[src/hw/rtl/pba_pkg.sv]
`timescale 1ns / 1ps

package pba_pkg;

   // slot map defaults
   localparam int MAX_SLOTS_DEF = 64;

   // field widths
   localparam int PORT_W   = 16;
   localparam int SEG_W    = 16;
   localparam int COUNT_W  = 7;
   localparam int IDX_W    = 8;
   localparam int SLOT_W   = 6;
   localparam int STATUS_W = 2;
   localparam int CSR_IDX_W  = 2;
   localparam int CSR_DATA_W = 16;

   // register reset values
   localparam logic [PORT_W-1:0]  PORT_BASE_RST  = 16'd20000;
   localparam logic [SEG_W-1:0]   SEG_SIZE_RST   = 16'd500;
   localparam logic [COUNT_W-1:0] SLOT_COUNT_RST = 7'd64;

   // register indexes
   localparam logic [CSR_IDX_W-1:0] REG_PORT_BASE  = 2'd0;
   localparam logic [CSR_IDX_W-1:0] REG_SEG_SIZE   = 2'd1;
   localparam logic [CSR_IDX_W-1:0] REG_SLOT_COUNT = 2'd2;

   // request actions
   localparam logic ACT_ALLOC = 1'b0;
   localparam logic ACT_FREE  = 1'b1;

   // result status codes
   localparam logic [STATUS_W-1:0] ST_DONE      = 2'd0;
   localparam logic [STATUS_W-1:0] ST_NO_SLOT   = 2'd1;
   localparam logic [STATUS_W-1:0] ST_NOT_READY = 2'd2;
   localparam logic [STATUS_W-1:0] ST_BAD_INDEX = 2'd3;

   // control broadcast to every cell
   typedef struct packed {
      logic shift;  // move the search token one cell on
      logic kill;   // drop the search token
      logic grant;  // cell holding the token marks itself busy
   } cell_ctl_type;

endpackage

[src/hw/rtl/pba_if.sv]
`timescale 1ns / 1ps

interface pba_req_if;
   import pba_pkg::*;
   logic             valid;
   logic             ready;
   logic             action;
   logic [IDX_W-1:0] slot_index;
   logic             iface_ready;

   modport source (output valid, action, slot_index, iface_ready, input ready);
   modport sink   (input valid, action, slot_index, iface_ready, output ready);
endinterface

interface pba_rsp_if;
   import pba_pkg::*;
   logic                valid;
   logic                ready;
   logic [STATUS_W-1:0] status;
   logic [SLOT_W-1:0]   granted_slot;
   logic [PORT_W-1:0]   first_port;
   logic [PORT_W-1:0]   last_port;

   modport source (output valid, status, granted_slot, first_port, last_port,
                   input ready);
   modport sink   (input valid, status, granted_slot, first_port, last_port,
                   output ready);
endinterface

interface pba_csr_if;
   import pba_pkg::*;
   logic                  valid;
   logic                  ready;
   logic [CSR_IDX_W-1:0]  index;
   logic [CSR_DATA_W-1:0] data;

   modport source (output valid, index, data, input ready);
   modport sink   (input valid, index, data, output ready);
endinterface

[src/hw/rtl/pba_cell.sv]
`timescale 1ns / 1ps

module pba_cell
   import pba_pkg::*;
(
   input  logic         clock,
   input  logic         reset,
   input  cell_ctl_type ctl,
   input  logic         tok_left,
   input  logic         clear,
   output logic         tok_out,
   output logic         hit
);

   logic busy_ff, busy_in;
   logic tok_ff, tok_in;

   always_comb begin
      busy_in = busy_ff;
      if (ctl.grant && tok_ff) begin
         busy_in = 1'b1;
      end
      if (clear) begin
         busy_in = 1'b0;
      end
      tok_in = tok_ff;
      if (ctl.kill) begin
         tok_in = 1'b0;
      end else if (ctl.shift) begin
         tok_in = tok_left;
      end
   end

   always_ff @(posedge clock) begin
      if (reset) begin
         busy_ff <= 1'b0;
         tok_ff  <= 1'b0;
      end else begin
         busy_ff <= busy_in;
         tok_ff  <= tok_in;
      end
   end

   assign tok_out = tok_ff;
   assign hit     = tok_ff & ~busy_ff;

endmodule

[src/hw/rtl/port_block_allocator.sv]
`timescale 1ns / 1ps

// channel   role    handshake        payload
// req_ch    in      valid / ready    action, slot_index, iface_ready
// rsp_ch    out     valid / ready    status, granted_slot, first_port, last_port
// csr_ch    in      valid / ready    index, data (always ready)
//
// free and interface-not-ready items answer in the cycle after acceptance
// an allocate walks a token down the cell row, one slot per cycle, and
// grants the first free slot it reaches; a full miss ends past the last slot in use
// one item in flight at a time; the next is taken once the result register frees
// synchronous active-high reset clears all busy bits and loads register defaults
// a stalled rsp_ch holds the result and blocks new items and scan completion

module port_block_allocator
   import pba_pkg::*;
#(
   parameter int MAX_SLOTS = MAX_SLOTS_DEF
) (
   input  logic  clock,
   input  logic  reset,
   pba_req_if.sink   req_ch,
   pba_rsp_if.source rsp_ch,
   pba_csr_if.sink   csr_ch
);

   localparam int CNT_W = $clog2(MAX_SLOTS + 1);
   localparam int CMP_W = (CNT_W > IDX_W) ? CNT_W : IDX_W;

   localparam logic [1:0] S_IDLE = 2'd0;
   localparam logic [1:0] S_SCAN = 2'd1;

   // configuration registers
   logic [PORT_W-1:0]  port_base_ff;
   logic [SEG_W-1:0]   seg_size_ff;
   logic [COUNT_W-1:0] slot_count_ff;

   // control
   logic [1:0]       state_ff, state_in;
   logic [CNT_W-1:0] cnt_ff, cnt_in;
   logic [PORT_W-1:0] port_ff, port_in;

   // result register
   logic                rsp_valid_ff, rsp_valid_in;
   logic [STATUS_W-1:0] status_ff, status_in;
   logic [SLOT_W-1:0]   slot_ff, slot_in;
   logic [PORT_W-1:0]   first_ff, first_in;
   logic [PORT_W-1:0]   last_ff, last_in;

   // cell row
   cell_ctl_type         ctl;
   logic [MAX_SLOTS-1:0] tok_vec;
   logic [MAX_SLOTS-1:0] hit_vec;
   logic [MAX_SLOTS-1:0] clr_vec;

   logic [CMP_W-1:0] n_eff;
   logic [CMP_W-1:0] cnt_wide;
   logic             out_free;
   logic             req_fire;
   logic             free_ok;
   logic             hit_any;
   logic             scan_end;
   logic             start;

   // slots in use, saturated at the row length
   assign n_eff = (CMP_W'(slot_count_ff) > CMP_W'(MAX_SLOTS)) ?
                  CMP_W'(MAX_SLOTS) : CMP_W'(slot_count_ff);
   assign cnt_wide = CMP_W'(cnt_ff);

   assign out_free = ~rsp_valid_ff | rsp_ch.ready;
   assign req_ch.ready = (state_ff == S_IDLE) & out_free;
   assign req_fire = req_ch.valid & req_ch.ready;
   assign free_ok  = req_fire & (req_ch.action == ACT_FREE) &
                     (CMP_W'(req_ch.slot_index) < n_eff);
   assign start    = req_fire & (req_ch.action == ACT_ALLOC) & req_ch.iface_ready;
   assign hit_any  = |hit_vec;
   // past the last slot in use: search has failed
   assign scan_end = (state_ff == S_SCAN) & (cnt_wide >= n_eff);

   assign csr_ch.ready = 1'b1;

   // free decode: at most one cell cleared per item
   always_comb begin
      for (int j = 0; j < MAX_SLOTS; j++) begin
         clr_vec[j] = free_ok && (CMP_W'(req_ch.slot_index) == CMP_W'(j));
      end
   end

   always_comb begin
      state_in     = state_ff;
      cnt_in       = cnt_ff;
      port_in      = port_ff;
      rsp_valid_in = rsp_valid_ff & ~rsp_ch.ready;
      status_in    = status_ff;
      slot_in      = slot_ff;
      first_in     = first_ff;
      last_in      = last_ff;
      ctl.shift    = 1'b0;
      ctl.kill     = 1'b0;
      ctl.grant    = 1'b0;

      case (state_ff)
         S_IDLE: begin
            if (req_fire) begin
               slot_in  = '0;
               first_in = '0;
               last_in  = '0;
               if (req_ch.action == ACT_FREE) begin
                  rsp_valid_in = 1'b1;
                  status_in    = free_ok ? ST_DONE : ST_BAD_INDEX;
               end else if (!req_ch.iface_ready) begin
                  rsp_valid_in = 1'b1;
                  status_in    = ST_NOT_READY;
               end else begin
                  // inject the token into cell zero
                  ctl.shift = 1'b1;
                  cnt_in    = '0;
                  port_in   = port_base_ff;
                  state_in  = S_SCAN;
               end
            end
         end
         S_SCAN: begin
            if (scan_end) begin
               if (out_free) begin
                  ctl.kill     = 1'b1;
                  rsp_valid_in = 1'b1;
                  status_in    = ST_NO_SLOT;
                  slot_in      = '0;
                  first_in     = '0;
                  last_in      = '0;
                  state_in     = S_IDLE;
               end
            end else if (hit_any) begin
               if (out_free) begin
                  ctl.grant    = 1'b1;
                  ctl.kill     = 1'b1;
                  rsp_valid_in = 1'b1;
                  status_in    = ST_DONE;
                  slot_in      = cnt_wide[SLOT_W-1:0];
                  first_in     = port_ff;
                  last_in      = port_ff + seg_size_ff;
                  state_in     = S_IDLE;
               end
            end else begin
               // slot busy: step on, next slot's first port mod 2^16
               ctl.shift = 1'b1;
               cnt_in    = cnt_ff + CNT_W'(1);
               port_in   = port_ff + seg_size_ff + PORT_W'(1);
            end
         end
         default: begin
            ctl.kill = 1'b1;
            state_in = S_IDLE;
         end
      endcase
   end

   always_ff @(posedge clock) begin
      if (reset) begin
         port_base_ff  <= PORT_BASE_RST;
         seg_size_ff   <= SEG_SIZE_RST;
         slot_count_ff <= SLOT_COUNT_RST;
      end else if (csr_ch.valid && csr_ch.ready) begin
         case (csr_ch.index)
            REG_PORT_BASE:  port_base_ff  <= csr_ch.data[PORT_W-1:0];
            REG_SEG_SIZE:   seg_size_ff   <= csr_ch.data[SEG_W-1:0];
            REG_SLOT_COUNT: slot_count_ff <= csr_ch.data[COUNT_W-1:0];
            default: begin
            end
         endcase
      end
   end

   always_ff @(posedge clock) begin
      if (reset) begin
         state_ff     <= S_IDLE;
         rsp_valid_ff <= 1'b0;
      end else begin
         state_ff     <= state_in;
         rsp_valid_ff <= rsp_valid_in;
      end
   end

   always_ff @(posedge clock) begin
      cnt_ff    <= cnt_in;
      port_ff   <= port_in;
      status_ff <= status_in;
      slot_ff   <= slot_in;
      first_ff  <= first_in;
      last_ff   <= last_in;
   end

   // row of busy cells; the token enters at cell zero
   for (genvar j = 0; j < MAX_SLOTS; j++) begin : g_cell
      logic left;
      if (j == 0) begin : g_head
         assign left = start;
      end else begin : g_body
         assign left = tok_vec[j-1];
      end
      pba_cell u_cell (
         .clock    (clock),
         .reset    (reset),
         .ctl      (ctl),
         .tok_left (left),
         .clear    (clr_vec[j]),
         .tok_out  (tok_vec[j]),
         .hit      (hit_vec[j])
      );
   end

   assign rsp_ch.valid        = rsp_valid_ff;
   assign rsp_ch.status       = status_ff;
   assign rsp_ch.granted_slot = slot_ff;
   assign rsp_ch.first_port   = first_ff;
   assign rsp_ch.last_port    = last_ff;

`ifndef ASSERT_OFF
   a_one_token : assert property (@(posedge clock) disable iff (reset)
      $onehot0(tok_vec))
      else $error("more than one search token in the cell row");

   a_idle_no_token : assert property (@(posedge clock) disable iff (reset)
      (state_ff == S_IDLE) |-> (tok_vec == '0))
      else $error("search token left behind while idle");

   a_cnt_bound : assert property (@(posedge clock) disable iff (reset)
      (state_ff == S_SCAN) |-> (cnt_wide <= CMP_W'(MAX_SLOTS)))
      else $error("scan counter ran past the cell row");

   a_grant_single : assert property (@(posedge clock) disable iff (reset)
      ctl.grant |-> $onehot(hit_vec))
      else $error("grant without exactly one hitting cell");

   a_fail_zero : assert property (@(posedge clock) disable iff (reset)
      (rsp_valid_ff && (status_ff != ST_DONE)) |->
      ((slot_ff == '0) && (first_ff == '0) && (last_ff == '0)))
      else $error("failed item carries nonzero fields");
`endif

endmodule

[src/flat_wrapper.sv]
// flat-port wrapper written by rule: the top's interface ports become plain ports
module port_block_allocator_flat import pba_pkg::*;
#(
   parameter int MAX_SLOTS = MAX_SLOTS_DEF
)
  (clock, reset, req_ch_valid, req_ch_action, req_ch_slot_index, req_ch_iface_ready, req_ch_ready, rsp_ch_valid, rsp_ch_status, rsp_ch_granted_slot, rsp_ch_first_port, rsp_ch_last_port, rsp_ch_ready, csr_ch_valid, csr_ch_index, csr_ch_data, csr_ch_ready);
  pba_req_if req_ch_i ();
  pba_rsp_if rsp_ch_i ();
  pba_csr_if csr_ch_i ();
  input  logic clock;
  input  logic reset;
  input wire logic [$bits(req_ch_i.valid)-1:0] req_ch_valid;
  input wire logic [$bits(req_ch_i.action)-1:0] req_ch_action;
  input wire logic [$bits(req_ch_i.slot_index)-1:0] req_ch_slot_index;
  input wire logic [$bits(req_ch_i.iface_ready)-1:0] req_ch_iface_ready;
  output wire logic [$bits(req_ch_i.ready)-1:0] req_ch_ready;
  output wire logic [$bits(rsp_ch_i.valid)-1:0] rsp_ch_valid;
  output wire logic [$bits(rsp_ch_i.status)-1:0] rsp_ch_status;
  output wire logic [$bits(rsp_ch_i.granted_slot)-1:0] rsp_ch_granted_slot;
  output wire logic [$bits(rsp_ch_i.first_port)-1:0] rsp_ch_first_port;
  output wire logic [$bits(rsp_ch_i.last_port)-1:0] rsp_ch_last_port;
  input wire logic [$bits(rsp_ch_i.ready)-1:0] rsp_ch_ready;
  input wire logic [$bits(csr_ch_i.valid)-1:0] csr_ch_valid;
  input wire logic [$bits(csr_ch_i.index)-1:0] csr_ch_index;
  input wire logic [$bits(csr_ch_i.data)-1:0] csr_ch_data;
  output wire logic [$bits(csr_ch_i.ready)-1:0] csr_ch_ready;
  assign req_ch_i.valid = req_ch_valid;
  assign req_ch_i.action = req_ch_action;
  assign req_ch_i.slot_index = req_ch_slot_index;
  assign req_ch_i.iface_ready = req_ch_iface_ready;
  assign req_ch_ready = req_ch_i.ready;
  assign rsp_ch_valid = rsp_ch_i.valid;
  assign rsp_ch_status = rsp_ch_i.status;
  assign rsp_ch_granted_slot = rsp_ch_i.granted_slot;
  assign rsp_ch_first_port = rsp_ch_i.first_port;
  assign rsp_ch_last_port = rsp_ch_i.last_port;
  assign rsp_ch_i.ready = rsp_ch_ready;
  assign csr_ch_i.valid = csr_ch_valid;
  assign csr_ch_i.index = csr_ch_index;
  assign csr_ch_i.data = csr_ch_data;
  assign csr_ch_ready = csr_ch_i.ready;
  port_block_allocator #(.MAX_SLOTS(MAX_SLOTS)) u_core (.clock(clock), .reset(reset), .req_ch(req_ch_i), .rsp_ch(rsp_ch_i), .csr_ch(csr_ch_i));
endmodule
[config.mk]
export PLATFORM = sky130hd
export DESIGN_NAME = port_block_allocator_flat
export DESIGN_NICKNAME = d
export VERILOG_FILES = /design/src/hw/rtl/pba_pkg.sv /design/src/hw/rtl/pba_if.sv /design/src/hw/rtl/pba_cell.sv /design/src/hw/rtl/port_block_allocator.sv /design/src/flat_wrapper.sv
export SDC_FILE = /design/constraint.sdc
export NUM_CORES = 1
export LEC_CHECK = 0
export ABC_AREA = 0
export CAP_MARGIN = 10
export CORE_ASPECT_RATIO = 0.9
export CORE_MARGIN = 4
export CORE_UTILIZATION = 40
export CTS_CLUSTER_DIAMETER = 80
export DETAILED_ROUTE_END_ITERATION = 8
export DONT_BUFFER_PORTS = 1
export RECOVER_POWER = 50
export SLEW_MARGIN = 0
export SYNTH_ARGS = -nofsm -noshare
export SYNTH_HDL_FRONTEND = slang
export SYNTH_SLANG_ARGS = --single-unit
export TNS_END_PERCENT = 30
[constraint.sdc]
create_clock -name clock -period 3.95 [get_ports clock]
set_input_delay 0.1975 -clock clock [delete_from_list [all_inputs] [get_ports clock]]
set_output_delay 0.1975 -clock clock [all_outputs]
set_load 0.02 [all_outputs]
==> results_dict.tcl <==
set metrics [dict create \
    numPlacedInstances 1409 \
    worst_slack_ns 0.567 \
    worstSkewPairLatency_ns 0.55 \
    hold_path_class "primary input to register" \
    cts-root-buf "clkbuf_16" \
    criticalPathCategory "register to register" \
    drtAntennaViolNets 0 \
    period_share_pct 85.6 \
    drt_wl_total_um 27900 \
    avgViaCountPerCell 5.53 \
    critPathMaxFanout 64 \
    avgSynthCellArea_um2 9.74 \
    pre_cts_slack_ns 0.673 \
    grt_usage_pct 18.5 \
    ys_seq_area_share_pct 49.0 \
    synth_area_mm2 0.0108 \
    fin_worst_skew_ns 0.0214 \
    insertedDiodeCount 0 \
    core_mm2 0.0263 \
    layout_commonest_cell "dfxtp_1" \
    place_congestion 0.849 \
    die_w_um 181 \
    synth_cells 1105 \
    hold_violations 0 \
    cts.repair.resized 0 \
    start_util_pct 40.9 \
    period_minus_slack_ns 3.38 \
    max-cap-violations 0 \
    ir_worst_vdd_v 0.000422 \
    drt_iter0_drc 739 \
    drv_slew 0 \
    vias 8198 \
    io_buffers 0 \
    tightest_slew_ns 1.37 \
    critPathRequiredTime_ns 4.39 \
    crit_arrival_ns 3.82 \
    synthToLayoutAreaGrowth_pct 12.6 \
    mostFrequentLayoutCells "dfxtp_1 (169), nor2_1 (139), a21oi_1 (111)" \
    relSlewSlack_pct 8.53 \
    r2r_cells 12 \
    status "complete, no violations" \
    ctsLongestPathBuffers 3 \
    clock_sinks 232 \
    grt_max_degree 105 \
    synth_cell_types 66 \
    leakage_uw 0.00447 \
    synth_edf_count 63 \
    finalPower_uw 5480 \
    syn_nets 1169 \
    drive_above_1_share_pct 6.35 \
    tritoncts "done" \
    finalNetCount 1178 \
    grt_pass1_wl_um 44500 \
    overflow 0 \
    antenna_found_initial 2 \
    dp_hpwl_um 18300 \
    synth-async-reset-ratio_pct 0 \
    worstSetupStartpointType "register" \
    row_count 56 \
    powerDensity_mw_per_mm2 453 \
    postCtsSetupBuffers 0 \
    cts.reportedPaths.clkPinSlew_ns 0.06 \
    holdWs_ns 0.0252 \
    crit_path_end_kind "register" \
    synth_seq_cells 232 \
    ys.flop_type "dfxtp_1" \
    wl_per_cell_um 18.8 \
    htreeDepth 1 \
    drc 0 \
    die_y_um 164 \
    dieArea_mm2 0.0296 \
    rsz0062_at_grt "no" \
    io_pins 76 \
    numCtsBuffers 26 \
    fin_setup_tns_ns 0 \
    instances_no_fill 1482 \
    first_global_vias 7719 \
    fmax_mhz 296 \
    setup_violations 0 \
    firstDrtPassIters 5 \
    holdPathStages 3 \
    cts_hold_buf 25 \
    ys_warn_count 0 \
]
-- critical path, stage by stage (launching register included) --
cell and delay [ns]:
dfxtp_1 0.32, inv_1 0.21, nand2_1 0.13, ha_1 0.30, a211o_1 0.32, a21o_1 0.15, o21ai_0 0.13, o21ai_0 0.13
clkbuf_1 0.44, nor3_1 0.42, buf_12 0.32, a21oi_1 0.13, a211oi_1 0.23
-- cell families after synthesis --
group	after synthesis	share of synthesized area, %
other	1	0.0349
adder cells (fa/ha/maj)	31	3.67
buffers and inverters	89	4.42
AND/OR/NAND/NOR	400	18.6
multiplexers	71	6.63
flip-flops	232	49.0
XOR/XNOR	25	2.04
AO/OA/AOI/OAI	256	15.6
-- through the flow --
step / utilization, % / instance area (um^2)
detailed placement: 42.0 / 11000
global placement: 42.0 / 11000
finish: 46.1 / 12100
floorplan: - / 10800
CTS: 46.2 / 12100
global route: 46.1 / 12100
-- cell type report --
class | count | area [um^2]
clock buffer | 35 | 767
clock inverter | 13 | 91.3
fill | 2497 | 14200
inverter | 28 | 105
multi-input combinational | 784 | 5010
sequential | 232 | 5280
tap | 348 | 435
timing repair buffer | 42 | 430
-- power by group --
part,internal (uW),switching (uW),total (uW),leakage [uW]
Sequential,2520,78.3,2600,0.00198
Combinational,184,337,521,0.00206
Clock,1370,990,2360,0.000430
Total,4080,1410,5480,0.00447
-- sequential cells by signal, summed over array words and instances, names as in the netlist, 6 cells and up --
signal	count
u_core.cnt_ff	7
u_core.g_cell.u_cell.busy_ff	64
u_core.g_cell.u_cell.tok_out	64
u_core.port_base_ff	16
u_core.port_ff	16
u_core.rsp_ch.first_port	16
u_core.rsp_ch.granted_slot	6
u_core.rsp_ch.last_port	16
u_core.seg_size_ff	16
u_core.slot_count_ff	7
-- Yosys cell counts (all sizes together) (4+ instances only) --
cell type	number	share of area (%)
nor2	139	4.8
o211ai	7	0.49
a2111oi	16	1.3
buf	27	2.3
dfxtp	169	31
nand2b	10	0.58
o21a	4	0.28
inv	27	0.94
nor2b	53	3.1
xor2	13	1.1
mux2i	69	6.4
or2	4	0.23
a21o	14	0.98
nor3	18	1.3
ha	30	3.5
nand3b	14	0.98
nand3	19	0.88
a21oi	111	5.2
and3	30	1.7
nor3b	5	0.35
nand4	7	0.41
nor4	6	0.47
clkbuf	34	1.2
xnor2	12	0.98
o21ai	12	0.59
nand2	84	2.9
edfxtp	63	18
a211oi	72	5.1
-- path summary, 6_finish.rpt --
kind                                         startpoint                          endpoint  slack (ns)
worst max-delay path            u_core.slot_count_ff[6]  u_core.g_cell[10].u_cell.busy_ff        0.57
worst min-delay path                       rsp_ch_ready               u_core.rsp_ch.valid        0.03
worst max register to register  u_core.slot_count_ff[6]  u_core.g_cell[10].u_cell.busy_ff        0.57
worst min register to register  u_core.port_base_ff[12]           u_core.port_base_ff[12]        0.45
-- per-layer routing --
metal | track usage [%] | wire [um]
met5 | 0 | 27
met4 | 5.09 | 684
met3 | 3.36 | 1460
met2 | 27.7 | 11800
met1 | 27.4 | 13900
Power figures use the tool's default switching activity.
